**src/sv/tgc_pkg.sv**
```systemverilog
// tgc_pkg: shared widths, payload structs and state encodings for the
// totient-by-gcd-count block. No dependencies.
package tgc_pkg;

	localparam int NUMBER_WIDTH = 16;
	localparam int TOTAL_WIDTH  = 48;
	// step counter of the remainder unit must hold NUMBER_WIDTH itself
	localparam int STEP_WIDTH   = $clog2(NUMBER_WIDTH + 1);
	// sum width for the saturating add, one bit above the wider operand
	localparam int SUM_WIDTH    = ((TOTAL_WIDTH > NUMBER_WIDTH) ? TOTAL_WIDTH : NUMBER_WIDTH) + 1;

	typedef struct packed {
		logic [NUMBER_WIDTH-1:0] number;
		logic                    clear_total;
	} in_t;

	typedef struct packed {
		logic [NUMBER_WIDTH-1:0] coprime_count;
		logic [TOTAL_WIDTH-1:0]  running_total;
	} out_t;

	// result of one gcd evaluation
	typedef struct packed {
		logic done;
		logic coprime;
	} gcd_stat_t;

	typedef enum logic [1:0] {
		ST_IDLE,
		ST_LAUNCH,
		ST_WAIT,
		ST_COMMIT
	} top_state_t;

	typedef enum logic [1:0] {
		G_IDLE,
		G_TEST,
		G_DIV
	} gcd_state_t;

endpackage

```
**src/sv/tgc_rem.sv**
```systemverilog
// tgc_rem: bit-serial restoring remainder unit, one dividend bit per cycle.
// Depends on tgc_pkg.
module tgc_rem (
	input  logic                             clk,
	input  logic                             arst_n,
	input  logic                             start,
	input  logic [tgc_pkg::NUMBER_WIDTH-1:0] dividend,
	input  logic [tgc_pkg::NUMBER_WIDTH-1:0] divisor,
	output logic                             done,
	output logic [tgc_pkg::NUMBER_WIDTH-1:0] remainder
);
	import tgc_pkg::*;

	logic [NUMBER_WIDTH-1:0] dvd_q;
	logic [NUMBER_WIDTH-1:0] dvs_q;
	logic [NUMBER_WIDTH-1:0] rem_q;
	logic [STEP_WIDTH-1:0]   step_q;
	logic                    busy_q;
	logic                    done_q;
	logic [NUMBER_WIDTH:0]   trial;
	logic                    fits;

	// partial remainder stays below the divisor, so one extra bit holds the trial
	assign trial = {rem_q, dvd_q[NUMBER_WIDTH-1]};
	assign fits  = trial >= {1'b0, dvs_q};

	always_ff @(posedge clk or negedge arst_n) begin
		if (!arst_n) begin
			busy_q <= 1'b0;
			done_q <= 1'b0;
			step_q <= '0;
		end else begin
			done_q <= 1'b0;
			if (start) begin
				busy_q <= 1'b1;
				step_q <= STEP_WIDTH'(NUMBER_WIDTH);
			end else if (busy_q) begin
				step_q <= step_q - STEP_WIDTH'(1);
				if (step_q == STEP_WIDTH'(1)) begin
					busy_q <= 1'b0;
					done_q <= 1'b1;
				end
			end
		end
	end

	always_ff @(posedge clk) begin
		if (start) begin
			dvd_q <= dividend;
			dvs_q <= divisor;
			rem_q <= '0;
		end else if (busy_q) begin
			dvd_q <= {dvd_q[NUMBER_WIDTH-2:0], 1'b0};
			rem_q <= fits ? NUMBER_WIDTH'(trial - {1'b0, dvs_q}) : trial[NUMBER_WIDTH-1:0];
		end
	end

	assign done      = done_q;
	assign remainder = rem_q;

endmodule

```
**src/sv/tgc_gcd.sv**
```systemverilog
// tgc_gcd: Euclid sequencer, repeated remainder on the serial unit.
// Depends on tgc_pkg and tgc_rem.
module tgc_gcd (
	input  logic                             clk,
	input  logic                             arst_n,
	input  logic                             start,
	input  logic [tgc_pkg::NUMBER_WIDTH-1:0] a,
	input  logic [tgc_pkg::NUMBER_WIDTH-1:0] b,
	output tgc_pkg::gcd_stat_t               stat
);
	import tgc_pkg::*;

	gcd_state_t              state_q, state_d;
	logic [NUMBER_WIDTH-1:0] a_q;
	logic [NUMBER_WIDTH-1:0] b_q;
	logic                    rem_start;
	logic                    rem_done;
	logic [NUMBER_WIDTH-1:0] rem;
	logic                    b_zero;

	assign b_zero = (b_q == '0);

	tgc_rem u_rem (
		.clk       (clk),
		.arst_n    (arst_n),
		.start     (rem_start),
		.dividend  (a_q),
		.divisor   (b_q),
		.done      (rem_done),
		.remainder (rem)
	);

	always_comb begin
		state_d = state_q;
		unique case (state_q)
			G_IDLE: if (start) state_d = G_TEST;
			G_TEST: state_d = b_zero ? G_IDLE : G_DIV;
			G_DIV:  if (rem_done) state_d = G_TEST;
			default: state_d = G_IDLE;
		endcase
	end

	always_comb begin
		rem_start    = (state_q == G_TEST) && !b_zero;
		stat.done    = (state_q == G_TEST) && b_zero;
		stat.coprime = (a_q == NUMBER_WIDTH'(1));
	end

	always_ff @(posedge clk or negedge arst_n) begin
		if (!arst_n) begin
			state_q <= G_IDLE;
		end else begin
			state_q <= state_d;
		end
	end

	always_ff @(posedge clk) begin
		if (state_q == G_IDLE && start) begin
			a_q <= a;
			b_q <= b;
		end else if (state_q == G_DIV && rem_done) begin
			a_q <= b_q;
			b_q <= rem;
		end
	end

endmodule

```
**src/sv/totient_by_gcd_count.sv**
```systemverilog
// Operation: n of 0 or 1 goes straight to the result; otherwise gcd(n, i) is run for each i
// in 1..n-1 in turn, each through its remainder steps, bounded by the single bit-serial
// remainder unit (one bit per cycle).
// Throughput: one item at a time; a new item is taken while the last result waits.
// Reset: arst_n clears the running total, the control state and the output valid.
// Depends on tgc_pkg and tgc_gcd.
module totient_by_gcd_count (
	input  logic          clk,
	input  logic          arst_n,
	input  logic          in_valid,
	output logic          in_ready,
	input  tgc_pkg::in_t  in_data,
	output logic          out_valid,
	input  logic          out_ready,
	output tgc_pkg::out_t out_data
);
	import tgc_pkg::*;

	top_state_t              state_q, state_d;
	logic [NUMBER_WIDTH-1:0] n_q;
	logic [NUMBER_WIDTH-1:0] i_q;
	logic [NUMBER_WIDTH-1:0] count_q;
	logic                    clr_q;
	logic [TOTAL_WIDTH-1:0]  total_q;
	out_t                    out_q;
	logic                    out_valid_q;
	logic                    gcd_start;
	gcd_stat_t               gcd_stat;
	logic                    commit;
	logic                    last_i;
	logic                    small_n;
	logic [SUM_WIDTH-1:0]    sum;
	logic [TOTAL_WIDTH-1:0]  total_new;

	tgc_gcd u_gcd (
		.clk    (clk),
		.arst_n (arst_n),
		.start  (gcd_start),
		.a      (n_q),
		.b      (i_q),
		.stat   (gcd_stat)
	);

	assign small_n = (in_data.number <= NUMBER_WIDTH'(1));
	assign last_i  = (i_q == n_q - NUMBER_WIDTH'(1));

	// clear acts before this item's count goes in
	assign sum = SUM_WIDTH'(clr_q ? '0 : total_q) + SUM_WIDTH'(count_q);
	assign total_new = (sum[SUM_WIDTH-1:TOTAL_WIDTH] != '0) ? '1 : sum[TOTAL_WIDTH-1:0];

	always_comb begin
		state_d = state_q;
		unique case (state_q)
			ST_IDLE:   if (in_valid) state_d = small_n ? ST_COMMIT : ST_LAUNCH;
			ST_LAUNCH: state_d = ST_WAIT;
			ST_WAIT:   if (gcd_stat.done) state_d = last_i ? ST_COMMIT : ST_LAUNCH;
			ST_COMMIT: if (commit) state_d = ST_IDLE;
			default:   state_d = ST_IDLE;
		endcase
	end

	always_comb begin
		in_ready  = (state_q == ST_IDLE);
		gcd_start = (state_q == ST_LAUNCH);
		// output slot free or emptied by this transfer
		commit    = (state_q == ST_COMMIT) && (!out_valid_q || out_ready);
	end

	always_ff @(posedge clk or negedge arst_n) begin
		if (!arst_n) begin
			state_q     <= ST_IDLE;
			total_q     <= '0;
			out_valid_q <= 1'b0;
		end else begin
			state_q <= state_d;
			if (commit) begin
				total_q     <= total_new;
				out_valid_q <= 1'b1;
			end else if (out_ready) begin
				out_valid_q <= 1'b0;
			end
		end
	end

	always_ff @(posedge clk) begin
		if (in_valid && in_ready) begin
			n_q     <= in_data.number;
			clr_q   <= in_data.clear_total;
			i_q     <= NUMBER_WIDTH'(1);
			count_q <= '0;
		end else if (state_q == ST_WAIT && gcd_stat.done) begin
			i_q <= i_q + NUMBER_WIDTH'(1);
			if (gcd_stat.coprime) begin
				count_q <= count_q + NUMBER_WIDTH'(1);
			end
		end
		if (commit) begin
			out_q.coprime_count <= count_q;
			out_q.running_total <= total_new;
		end
	end

	assign out_valid = out_valid_q;
	assign out_data  = out_q;

endmodule

```
**config.mk**
```make
export PLATFORM = sky130hd
export DESIGN_NAME = totient_by_gcd_count
export DESIGN_NICKNAME = d
export VERILOG_FILES = /design/src/sv/tgc_pkg.sv /design/src/sv/tgc_rem.sv /design/src/sv/tgc_gcd.sv /design/src/sv/totient_by_gcd_count.sv
export SDC_FILE = /design/constraint.sdc
export NUM_CORES = 1
export LEC_CHECK = 0
export BUFFER_PORTS_ARGS = -buffer_cell sky130_fd_sc_hd__buf_4
export CORE_UTILIZATION = 40
export DETAILED_ROUTE_END_ITERATION = 8
export PLACE_DENSITY_LB_ADDON = 0.25
export SYNTH_ARGS = -nofsm -noshare
export SYNTH_HDL_FRONTEND = slang
export SYNTH_SLANG_ARGS = --single-unit
```
**constraint.sdc**
```tcl
create_clock -name clk -period 11.8 [get_ports clk]
set_input_delay 2.36 -clock clk [delete_from_list [all_inputs] [get_ports clk]]
set_output_delay 2.36 -clock clk [all_outputs]
set_load 0.01 [all_outputs]
```
; Word level (Yosys, flattened, before mapping)
; Cells that the tools add are included.
[op_classes]
n_addsub = 6
magnitude_cmp = 2
n_eq_ne = 13
n_mux = 29
n_reduce_logical = 19
[op_table]
columns = operator, count
row1 = $mux W16, 7
row2 = $mux W48, 2
row3 = $add A48 B16 Y49, 1
row4 = $add A16 B1 Y16 const B, 2
row5 = $ge A17 B16 Y1, 1
row6 = $eq A16 B1 Y1 const B, 1
row7 = $eq A16 B16 Y1, 1
row8 = $le A16 B1 Y1 const B, 1
row9 = $logic_not A16 Y1, 1
row10 = $mux W2, 8
row11 = $sub A16 B1 Y16 const B, 1
row12 = $sub A16 B16 Y16, 1
row13 = $mux W5, 2
row14 = $mux W1, 8
row15 = $ne A2 B2 Y1 const B, 4
row16 = $pmux W2 S4, 1
row17 = $logic_and A1 B1 Y1, 7
row18 = $eq A2 B2 Y1 const B, 3
row19 = $pmux W2 S3, 1
row20 = $reduce_bool A2 Y1, 3
row21 = $eq A5 B1 Y1 const B, 1
row22 = $sub A5 B1 Y5 const B, 1
row23 = $eq A2 B1 Y1 const B, 2
row24 = $logic_not A2 Y1, 2
row25 = other kinds (5), 7
[word_totals]
register_bits = 253
inputBits = 21
out_inout_bits = 66
word_cells = 87

; Depth between registers and ports, before layout
; Gate-level depths: netlist of run 1.
[logic_depth]
ltp_word = 5
mapped_depth = 16
mapped_depth_nobuf = 10

; Hierarchy
; A second synthesis of run 1 with hierarchy kept.
[unflattened]
hier_cells = 1313
area_unflattened_um2 = 13764.5
[by_module_without_submodules]
columns = mod, instances, cells_per_inst, area_per_inst_um2, seq_area_each_um2
row1 = totient_by_gcd_count, 1, 914, 8909.8, 4349.2
row2 = tgc_rem, 1, 311, 3315.7, 1456.4
row3 = tgc_gcd, 1, 88, 1539.0, 1011.0

; Worst setup path after synthesis of run 1
; No wires, ideal clock.
[synth_path]
path_kind = in2reg
start = input out_ready
end = register out_q (netlist bit out_data[0]), enable pin
setup_ns = 0.453
t_arrival_ns = 5.036
t_required_ns = 11.347
path_slack_ns = 6.311
path_stages = 5
n_path_buf = 2
path_cell_list = nand2b_1 nand3_1 inv_1 buf_1 clkbuf_1
[synth_via]
elab_chain_cells = 2
[synth_lines]
columns = item, line
row1 = start: declaration, totient_by_gcd_count.sv:14  ; input logic out_ready,
row2 = $logic_or A1 B1 Y1, totient_by_gcd_count.sv:66  ; commit = (state_q == ST_COMMIT) && (!out_valid_q || out_ready);
row3 = $logic_and A1 B1 Y1, totient_by_gcd_count.sv:66
row4 = via commit, totient_by_gcd_count.sv:29  ; logic commit;
row5 = end: declaration, totient_by_gcd_count.sv:25  ; out_t out_q;
; The timed path passes the listed nets, and every way through them passes these cells.
; A chain may end at the register's enable or synchronous reset.

; Final worst setup path of run 1
[layout_path]
start = register clr_q
end = register total_q[14]
[layout_via]
elab_chain_cells = 3
[layout_lines]
columns = item, line
row1 = start: declaration, totient_by_gcd_count.sv:23  ; logic clr_q;
row2 = start signal: assignment, totient_by_gcd_count.sv:88  ; clr_q <= in_data.clear_total;
row3 = $mux W48, totient_by_gcd_count.sv:48  ; assign sum = SUM_WIDTH'(clr_q ? '0 : total_q) + SUM_WIDTH'(count_q);
row4 = $add A48 B16 Y49, totient_by_gcd_count.sv:48
row5 = $mux W48, totient_by_gcd_count.sv:49  ; assign total_new = (sum[SUM_WIDTH-1:TOTAL_WIDTH] != '0) ? '1 : sum[TOTAL_WIDTH-1:0];
row6 = end signal: assignment, totient_by_gcd_count.sv:77  ; total_q <= total_new;
row7 = end: declaration, totient_by_gcd_count.sv:24  ; logic [TOTAL_WIDTH-1:0] total_q;
; No other way between the ends.

==> out/qor.yml, run 1 <==
status:
  status: "finished clean"
min_path:
  worstHoldPathCells: 1
  hold-path-endpoint: "total_q[4]"
  worstHoldStart: "total_q[4]"
  hold_class: "flop to flop"
synthesis:
  syn_inst: 1307
  ys_ff_latch: 253
  postSynthNetCount: 1367
  ys_seq_area_share_pct: 51.1
  yosysWarnings: 0
  syn-mean-instance-area_sq_um: 10.2
  synthArstFlopShare_pct: 23.7
  synth.distinct_cells: 67
  netlist_area_sq_um: 13300
  synth_edf_count: 145
  synth_ff_type: "edfxtp_1"
place:
  dp_slack_ns: 6.69
  place.port_buffers: 86
  gp_congestion: 0.844
  postPlaceCellArea_sq_um: 14400
  dpl.hpwl_mm: 22.8
critical_path:
  crit_start: "clr_q"
  required_ns: 12.19
  ff2ff_path_depth: 11
  cp.arrival_ns: 5.48
  worstSetupPathType: "flop to flop"
  r2r_end: "total_q[14]"
  crit_fanout: 58
  rr_startpoint: "clr_q"
  slowest_delay_ns: 0.94
  cp-start-kind: "flop"
  crit_chain: "buf_4 -> nor2b_1 -> ha_1 -> fa_1 -> a211oi_1 -> nor2_1 -> o21ai_1 -> o31a_1 -> a21oi_4 -> nor2_1 -> a21oi_1"
  slowest_stage: "edfxtp_1"
  reg2reg_setup_slack_ns: 6.71
  crit_top_cell: "nor2_1"
  worstSetupEndpointType: "flop"
sta:
  fin_ws_ns: 6.71
  worst_pin_slew_ns: 1.03
  fin_setup_tns_ns: 0
  holdWs_ns: 0.499
  final_max_slew_viol_count: 0
  setup_viol: 0
  hold_violations: 0
  max_freq_mhz: 196
  finClkSkew_ns: 0.0199
  max_slew_margin_pct: 31.3
  fin_crit_ns: 5.09
  rsz0062_at_grt: "false"
  period_share_pct: 43.2
floorplan:
  fp.dieArea_sq_um: 34100
  start_util_pct: 40.8
  core-area_sq_um: 32700
  core.rowCount: 66
  io_pins: 87
  chipHeight_um: 185
  die_width_um: 185
cells_and_area:
  drive_gt1_share_pct: 14.5
  nets: 1430
  design_area_sq_um: 15400
  syn2layout_area_growth_pct: 15.8
  diodes: 0
clock_tree:
  cts_tree: "built"
  cts_num_sinks: 253
  cts_root_buffer: "clkbuf_16"
  holdBufCountCts: 0
  cts_resized: 0
  cts_buffer_depth: 3
  clkLatencyLatePin_ns: 0.55
  cts_buffers: 28
  htree_levels: 1
  cts_setup_buffers: 0
  clk_pin_slew_worst_paths_ns: 0.06
detailed_routing:
  viasPerCell: 5.41
  wl_per_cell_um: 17.9
  vias: 9921
  drtIter0Drc: 659
  drcViolationCount: 0
  final_antenna_net_count: 0
  finalWirelength_mm: 32.8
  first_pass_iters: 4
power:
  ir_drop_v: 0.0000992
  leakagePower_nw: 6.18
  total_power_mw: 3.24
  powerDensity_nw_per_um2: 210
global_routing:
  grt_first_pass_wirelength_mm: 52.6
  gr-total-overflow: 0
  first_global_vias: 9436
  grt_max_degree: 67
  antenna_found_initial: 0
  grt_use_total_pct: 19.6
flow_run:
  cap_violations: 0
[report_power, final]
group | switching [mW] | internal (mW)
registers | 0.139 | 1.17
logic | 0.534 | 0.396
clock network | 0.367 | 0.635
total | 1.04 | 2.20
[cell usage after synthesis, types with 4 or more instances]
master,instances,area [sq um]
inv_1,40,150
xor2_1,38,333
nor4_1,18,113
a31oi_1,15,93.8
and4_1,5,43.8
dfrtp_1,60,1500
nor3_1,29,145
xnor2_1,65,569
nand3_1,43,215
clkbuf_1,49,184
and2_1,9,56.3
o31ai_1,4,30.0
dfxtp_1,48,961
edfxtp_1,145,4350
nand2_1,170,638
o211ai_1,19,143
nor2_1,99,372
a21oi_1,71,355
nand4_1,25,156
or2_2,6,37.5
and3_1,14,87.6
a21o_1,16,120
mux2_2,36,405
a211oi_1,20,150
nor2b_1,43,269
buf_2,10,50.1
or3_1,7,43.8
nand2b_1,15,93.8
and4b_1,5,50.1
mux2i_1,38,380
o21a_1,4,30.0
or3b_2,4,35.0
o21ai_0,50,250
ha_1,37,463
[registers in the layout (all words and copies together) (netlist names), 5 cells and up]
| register | cells |
|---|---|
| u_gcd.u_rem.step_q | 5 |
| i_q | 16 |
| count_q | 16 |
| total_q | 48 |
| u_gcd.u_rem.remainder | 16 |
| u_gcd.u_rem.dvs_q | 16 |
| u_gcd.a_q | 16 |
| out_data | 64 |
| n_q | 16 |
| u_gcd.u_rem.dvd_q | 16 |
| u_gcd.b_q | 16 |
[cell type report]
type                    count  area, sq um
repair buffers             95          713
fillers                  3070        17300
clock inverters            15          272
clock buffers              37          806
inverters                  40          153
well taps                 442          553
multi-input cells         952         6130
flip-flops and latches    253         6820
[worst max path at each step]
stage / endpoint / slack, ns
2_1_floorplan: out_data[0] / 6.31
3_3_place_gp: total_q[9] / 6.84
3_5_place_dp: total_q[10] / 6.69
4_1_cts: total_q[14] / 6.67
5_1_grt: total_q[16] / 6.24
6_report: total_q[14] / 6.71
[placed cells by master, fill, tap and decap left out, types with 29 or more instances in the layout]
cell	Yosys	routed
a21oi_1	71	71
buf_4	1	95
clkbuf_16	0	29
dfrtp_1	60	60
dfxtp_1	48	48
edfxtp_1	145	145
ha_1	37	37
inv_1	40	39
mux2_2	36	36
mux2i_1	38	38
nand2_1	170	170
nand3_1	43	42
nor2_1	99	99
nor2b_1	43	43
nor3_1	29	29
o21ai_0	50	50
xnor2_1	65	65
xor2_1	38	38
[worst max-delay path, delay by kind of cell (launching register included)]
kind,cells,cell delay [ns]
AO/OA/AOI/OAI,5,1.71
buffers and inverters,1,0.60
flip-flops,1,0.94
AND/OR/NAND/NOR,3,0.96
adder cells (fa/ha/maj),2,0.69
[metrics by stage]
stage          util (%)  std cells
3_5_place_dp       43.9       1782
2_1_floorplan         -       1307
4_1_cts            47.2       1834
6_report           47.2       1834
3_3_place_gp       43.9       1782
5_1_grt            47.2       1834
[cell families (layout without fill, tap and decap cells)]
family                     Yosys count  after routing  share of synthesized area [%]
buffers and inverters              102            187                           3.00
adders and majority gates           39             39                           3.77
DFF                                253            253                           51.1
and+or+nand+nor                    509            509                           18.8
AOI/OAI and AO/OA                  227            227                           10.6
xor gates and xnor gates           103            103                           6.77
muxes                               74             74                           5.89
[metal layers]
layer	part of all wire (%)	wire [um]	GRT usage, %
met5	0	0	0
met2	46	15000	30.7
met4	1.9	639	5.33
met1	47	15500	28.0
met3	5.1	1680	3.06
Power figures use the tool's default switching activity.
==> run 2: changes to the inputs <==
==> constraint.sdc (replaced) <==
create_clock -name clk -period 4.2 [get_ports clk]
set_input_delay 0.84 -clock clk [delete_from_list [all_inputs] [get_ports clk]]
set_output_delay 0.84 -clock clk [all_outputs]
set_load 0.01 [all_outputs]
==> run 2 against run 1 <==
  * Worst hold slack worse by 0.11 ns
  * Clock-buffer cell count is 3 higher
  * Core utilization is 0.20 points lower
  * Die area stayed put
  * Clock power grew to 2.5 times the previous value
  * Power grew to 2.7 times the previous value
  * Routed wire length is 1.7% higher
  * Clock skew is 0.0073 ns higher
  * Non-clock buffer count is 6 higher
  * First-iteration DRC count is 2.6% higher
==> out/qor.yml, run 2 (same netlist as run 1, synthesis figures left out) <==
status:
  status: "finished clean"
critical_path:
  rr_startpoint: "clr_q"
  worstSetupPathType: "flop to flop"
  reg2reg_setup_slack_ns: 0.60
  ff2ff_path_depth: 11
  crit_fanout: 12
  slowest_delay_ns: 0.58
  crit_chain: "nor2b_1 -> ha_1 -> fa_1 -> a211oi_1 -> nor2_1 -> o21ai_1 -> o31a_1 -> buf_4 -> a21oi_1 -> a211o_1 -> o211ai_1"
  r2r_end: "out_data[32]"
  required_ns: 4.58
  crit_family: "compound AO/OA/AOI/OAI gates"
  slowest_stage: "edfxtp_1"
  cp-start-kind: "flop"
  worstSetupEndpoint: "out_data[32]"
  worst-path-buf-inv: 1
  crit_start: "clr_q"
  crit_cells: 11
  worstSetupEndpointType: "flop"
  cp.arrival_ns: 3.98
clock_tree:
  clk_pin_slew_worst_paths_ns: 0.06
  clkLatencyLatePin_ns: 0.56
  cts_num_sinks: 253
  cts_setup_buffers: 0
  holdBufCountCts: 0
  cts_resized: 0
  cts_buffers: 28
  cts_buffer_depth: 3
  cts_tree: "built"
  cts_root_buffer: "clkbuf_16"
  htree_levels: 1
cells_and_area:
  largest_register_ff_count: 64
  nets: 1436
  layout_common_cells: "nand2_1 (170), edfxtp_1 (145), buf_4 (101)"
  drive_gt1_share_pct: 14.8
  diodes: 0
  final_common_cell: "nand2_1"
  syn2layout_area_growth_pct: 15.3
global_routing:
  gr-total-overflow: 0
  first_global_vias: 9681
  globalRouteMet2Util_pct: 30.5
  grt.met1_usage_pct: 29.1
  antenna_found_initial: 0
  grt_max_degree: 61
  met3_usage_pct: 2.96
  grt_busiest_layer: "met2"
  grt_use_total_pct: 19.9
  grt_first_pass_wirelength_mm: 53.6
floorplan:
  core-area_sq_um: 32700
  chipHeight_um: 185
  fp.dieArea_sq_um: 34100
  io_pins: 87
  die_width_um: 185
  core.rowCount: 66
  start_util_pct: 40.8
place:
  place.port_buffers: 86
  gp_congestion: 0.891
  dpl.hpwl_mm: 23.0
sta:
  fin_setup_tns_ns: 0
  period_share_pct: 85.6
  max_slew_margin_pct: 32.0
  max_freq_mhz: 278
  finClkSkew_ns: 0.0273
  setup_viol: 0
  final_max_slew_viol_count: 0
  hold_violations: 0
  worst_pin_slew_ns: 1.02
  holdWs_ns: 0.394
  rsz0062_at_grt: "false"
  fin_crit_ns: 3.60
power:
  clockPowerShare_pct: 28.4
  total_power_mw: 8.87
  seqPwrFrac_pct: 41.4
  ir_drop_v: 0.000465
  pwr-share-comb_pct: 30.2
  swShare_pct: 33.2
  leakagePower_nw: 6.16
  powerDensity_nw_per_um2: 577
  switching_power_mw: 2.94
  intPower_mw: 5.92
detailed_routing:
  finalWirelength_mm: 33.4
  vias: 10000
  drcViolationCount: 0
  wl_per_cell_um: 18.1
  drtIter0Drc: 676
  final_antenna_net_count: 0
  first_pass_iters: 4
  viasPerCell: 5.45
min_path:
  hold_class: "primary input to async pin"
flow_run:
  cap_violations: 0
run 2: power by group through the flow:
| stage | registers (mW) | clock network (mW) | logic [mW] |
|---|---|---|---|
| global route | 3.73 | 2.67 | 3.00 |
| global placement | 3.70 | 0 | 2.63 |
| detailed placement | 3.70 | 0 | 2.66 |
| floorplan | 3.60 | 0 | 1.97 |
| CTS | 3.66 | 2.57 | 2.70 |
| finish | 3.67 | 2.52 | 2.68 |
run 2: final cells by class:
| class | instances | area (sq um) |
|---|---|---|
| Timing Repair Buffer | 101 | 758 |
| Multi-Input combinational cell | 952 | 6130 |
| Clock inverter | 12 | 141 |
| Tap cell | 442 | 553 |
| Sequential cell | 253 | 6820 |
| Clock buffer | 40 | 826 |
| Fill cell | 3070 | 17300 |
| Inverter | 40 | 153 |
run 2: layer usage:
| metal | share of wire, % | up-vias |
|---|---|---|
| met2 | 44 | 258 |
| met1 | 48 | 4872 |
| li1 | - | 4840 |
| met4 | 2.3 | 0 |
| met5 | 0 | - |
| met3 | 5.0 | 53 |
run 2: worst min path at each step:
| stage | start | to | slack [ns] | cells after the start |
|---|---|---|---|---|
| 2_1_floorplan | u_gcd.b_q[11] | u_gcd.u_rem.dvs_q[11] | 0.45 | 0 |
| 3_3_place_gp | u_gcd.b_q[0] | u_gcd.u_rem.dvs_q[0] | 0.48 | 0 |
| 3_5_place_dp | u_gcd.b_q[0] | u_gcd.u_rem.dvs_q[0] | 0.47 | 0 |
| 4_1_cts | arst_n | total_q[7] | 0.41 | 1 |
| 5_1_grt | arst_n | total_q[7] | 0.44 | 1 |
| 6_report | arst_n | total_q[7] | 0.39 | 1 |
run 2: through the flow:
| step | setup WS (ns) | utilization [%] | instance area [sq um] | instances |
|---|---|---|---|---|
| 2_1_floorplan | 0.231 | - | 13300 | 1307 |
| 3_3_place_gp | 0.731 | 44.1 | 14400 | 1788 |
| 3_5_place_dp | 0.639 | 44.1 | 14400 | 1788 |
| 4_1_cts | 0.621 | 47.0 | 15400 | 1840 |
| 5_1_grt | 0.340 | 47.0 | 15400 | 1840 |
| 6_report | 0.604 | 47.0 | 15400 | 1840 |
==> run 3: changes to the inputs <==
--- a/config.mk
+++ b/config.mk
@@ -6,6 +6,7 @@
 export NUM_CORES = 1
 export LEC_CHECK = 0
 export BUFFER_PORTS_ARGS = -buffer_cell sky130_fd_sc_hd__buf_4
+export CORE_ASPECT_RATIO = 0.7
 export CORE_UTILIZATION = 40
 export DETAILED_ROUTE_END_ITERATION = 8
 export PLACE_DENSITY_LB_ADDON = 0.25
==> constraint.sdc (replaced) <==
create_clock -name clk -period 4.04 [get_ports clk]
set_input_delay 0.808 -clock clk [delete_from_list [all_inputs] [get_ports clk]]
set_output_delay 0.808 -clock clk [all_outputs]
set_load 0.01 [all_outputs]
==> run 3 against run 2 <==
  * The run now ends with design-rule violations left
  * Global-route usage about the same
  * Flip-flop and latch count stayed put
  * Final cell count fell by 0.60%
  * Worst hold slack worse by 0.10 ns
  * Critical path depth down 2
  * Critical path type unchanged
  * Largest power group unchanged
==> out/qor.yml, run 3 (same netlist as run 1, synthesis figures left out) <==
status:
  status: "finished with violations"
  violations: "design-rule violations"
flow_run:
  cap_violations: 0
sta:
  max_slew_margin_pct: 27.8
  fin_setup_tns_ns: 0
  hold_violations: 0
  worst_pin_slew_ns: 1.08
  finClkSkew_ns: 0.00992
  fin_crit_ns: 3.59
  holdWs_ns: 0.291
  rsz0062_at_grt: "false"
  final_max_slew_viol_count: 0
  period_share_pct: 88.8
  setup_viol: 0
  max_freq_mhz: 279
detailed_routing:
  drcViolationCount: 12
  viasPerCell: 5.53
  vias: 10100
  finalWirelength_mm: 33.7
  drtIter0Drc: 938
  final_antenna_net_count: 0
  wl_per_cell_um: 18.4
  first_pass_iters: 7
global_routing:
  grt_max_degree: 50
  first_global_vias: 9377
  antenna_found_initial: 1
  grt_first_pass_wirelength_mm: 53.0
  gr-total-overflow: 0
  grt_use_total_pct: 19.9
power:
  powerDensity_nw_per_um2: 592
  swShare_pct: 33.8
  leakagePower_nw: 6.14
  pwr-share-comb_pct: 30.4
  seqPwrFrac_pct: 42.5
  intPower_mw: 6.00
  ir_drop_v: 0.000305
  switching_power_mw: 3.07
  clockPowerShare_pct: 27.1
clock_tree:
  cts_buffers: 26
  cts_num_sinks: 253
  holdBufCountCts: 0
  clkLatencyLatePin_ns: 0.55
  cts_resized: 0
  cts_tree: "built"
  clk_pin_slew_worst_paths_ns: 0.06
  cts_buffer_depth: 3
  cts_setup_buffers: 0
  cts_root_buffer: "clkbuf_16"
  htree_levels: 1
critical_path:
  crit_top_cell: "buf_4"
  crit_chain: "buf_4 -> and4b_1 -> and4_1 -> nand3_1 -> or4_4 -> a21oi_4 -> buf_4 -> nand2_2 -> o211ai_1"
  slowest_delay_ns: 0.65
  slowest_stage: "edfxtp_1"
  reg2reg_setup_slack_ns: 0.45
  worstSetupPathType: "flop to flop"
  worstSetupEndpointType: "flop"
  cp.arrival_ns: 4.04
  required_ns: 4.49
  cp-start-kind: "flop"
  crit_fanout: 42
  crit_family: "simple AND/OR/NAND/NOR gates"
  worst-path-buf-inv: 2
cells_and_area:
  drive_gt1_share_pct: 15.0
  layout_common_cells: "nand2_1 (170), edfxtp_1 (145), buf_4 (108)"
  final_common_cell: "nand2_1"
  syn2layout_area_growth_pct: 14.9
  fin_util_pct: 47.1
  largest_register_ff_count: 64
  nets: 1441
floorplan:
  chipHeight_um: 155
  core-area_sq_um: 32600
  fp.dieArea_sq_um: 34100
  die_width_um: 220
  core.rowCount: 55
  start_util_pct: 41.0
  io_pins: 87
place:
  place.port_buffers: 86
  gp_congestion: 0.968
  dpl.hpwl_mm: 24.3
min_path:
  hold_class: "primary input to async pin"
-- run 3: cell types whose count changed in the layout (fill, tap and decap cells not counted), sizes merged --
cell / before / now
buf: 101 / 108
inv: 42 / 41
clkinvlp: 2 / 4
diode: 0 / 1
clkinv: 6 / 8
clkbuf: 40 / 33
-- run 3: cell type report --
class / count / area, sq um
multi-input cells: 952 / 6130
diodes: 1 / 2.50
clock inverters: 15 / 153
inverters: 40 / 153
well taps: 427 / 534
clock buffers: 33 / 718
repair buffers: 108 / 811
flip-flops and latches: 253 / 6820
fillers: 3050 / 17200
-- run 3: power groups by stage --
stage / logic (mW) / clock network [mW] / registers [mW]
5_1_grt: 3.11 / 2.60 / 3.91
4_1_cts: 2.77 / 2.52 / 3.84
2_1_floorplan: 2.05 / 0 / 3.75
6_report: 2.76 / 2.45 / 3.85
3_3_place_gp: 2.71 / 0 / 3.88
3_5_place_dp: 2.75 / 0 / 3.89
-- run 3: per-stage QoR --
| stage | power, mW | setup WS, ns | instances | area (sq um) |
|---|---|---|---|---|
| after CTS | 9.13 | 0.520 | 1828 | 15300 |
| final | 9.06 | 0.454 | 1829 | 15300 |
| after detailed placement | 6.64 | 0.532 | 1780 | 14400 |
| after global placement | 6.58 | 0.609 | 1780 | 14400 |
| after floorplan | 5.79 | 0.103 | 1307 | 13300 |
| after global routing | 9.61 | 0.156 | 1828 | 15300 |
-- run 3: metal layers --
layer / part of all wire (%) / up-vias / GRT usage [%]
met5: 0 / - / 0
met4: 1.8 / 0 / 3.91
met3: 7.8 / 48 / 4.54
met2: 39 / 335 / 26.3
met1: 52 / 4870 / 32.2
li1: - / 4861 / -
-- run 3: final timing paths --
check,startpoint,endpoint,cells past startpoint
worst max register to register,clr_q,total_q[17],9
worst max-delay path,clr_q,total_q[17],9
worst min-delay path,arst_n,total_q[7],1
max in group asynchronous,arst_n,total_q[40],2
worst min register to register,u_gcd.b_q[3],u_gcd.u_rem.dvs_q[3],0
min in group clk,in_data[1],n_q[0],1
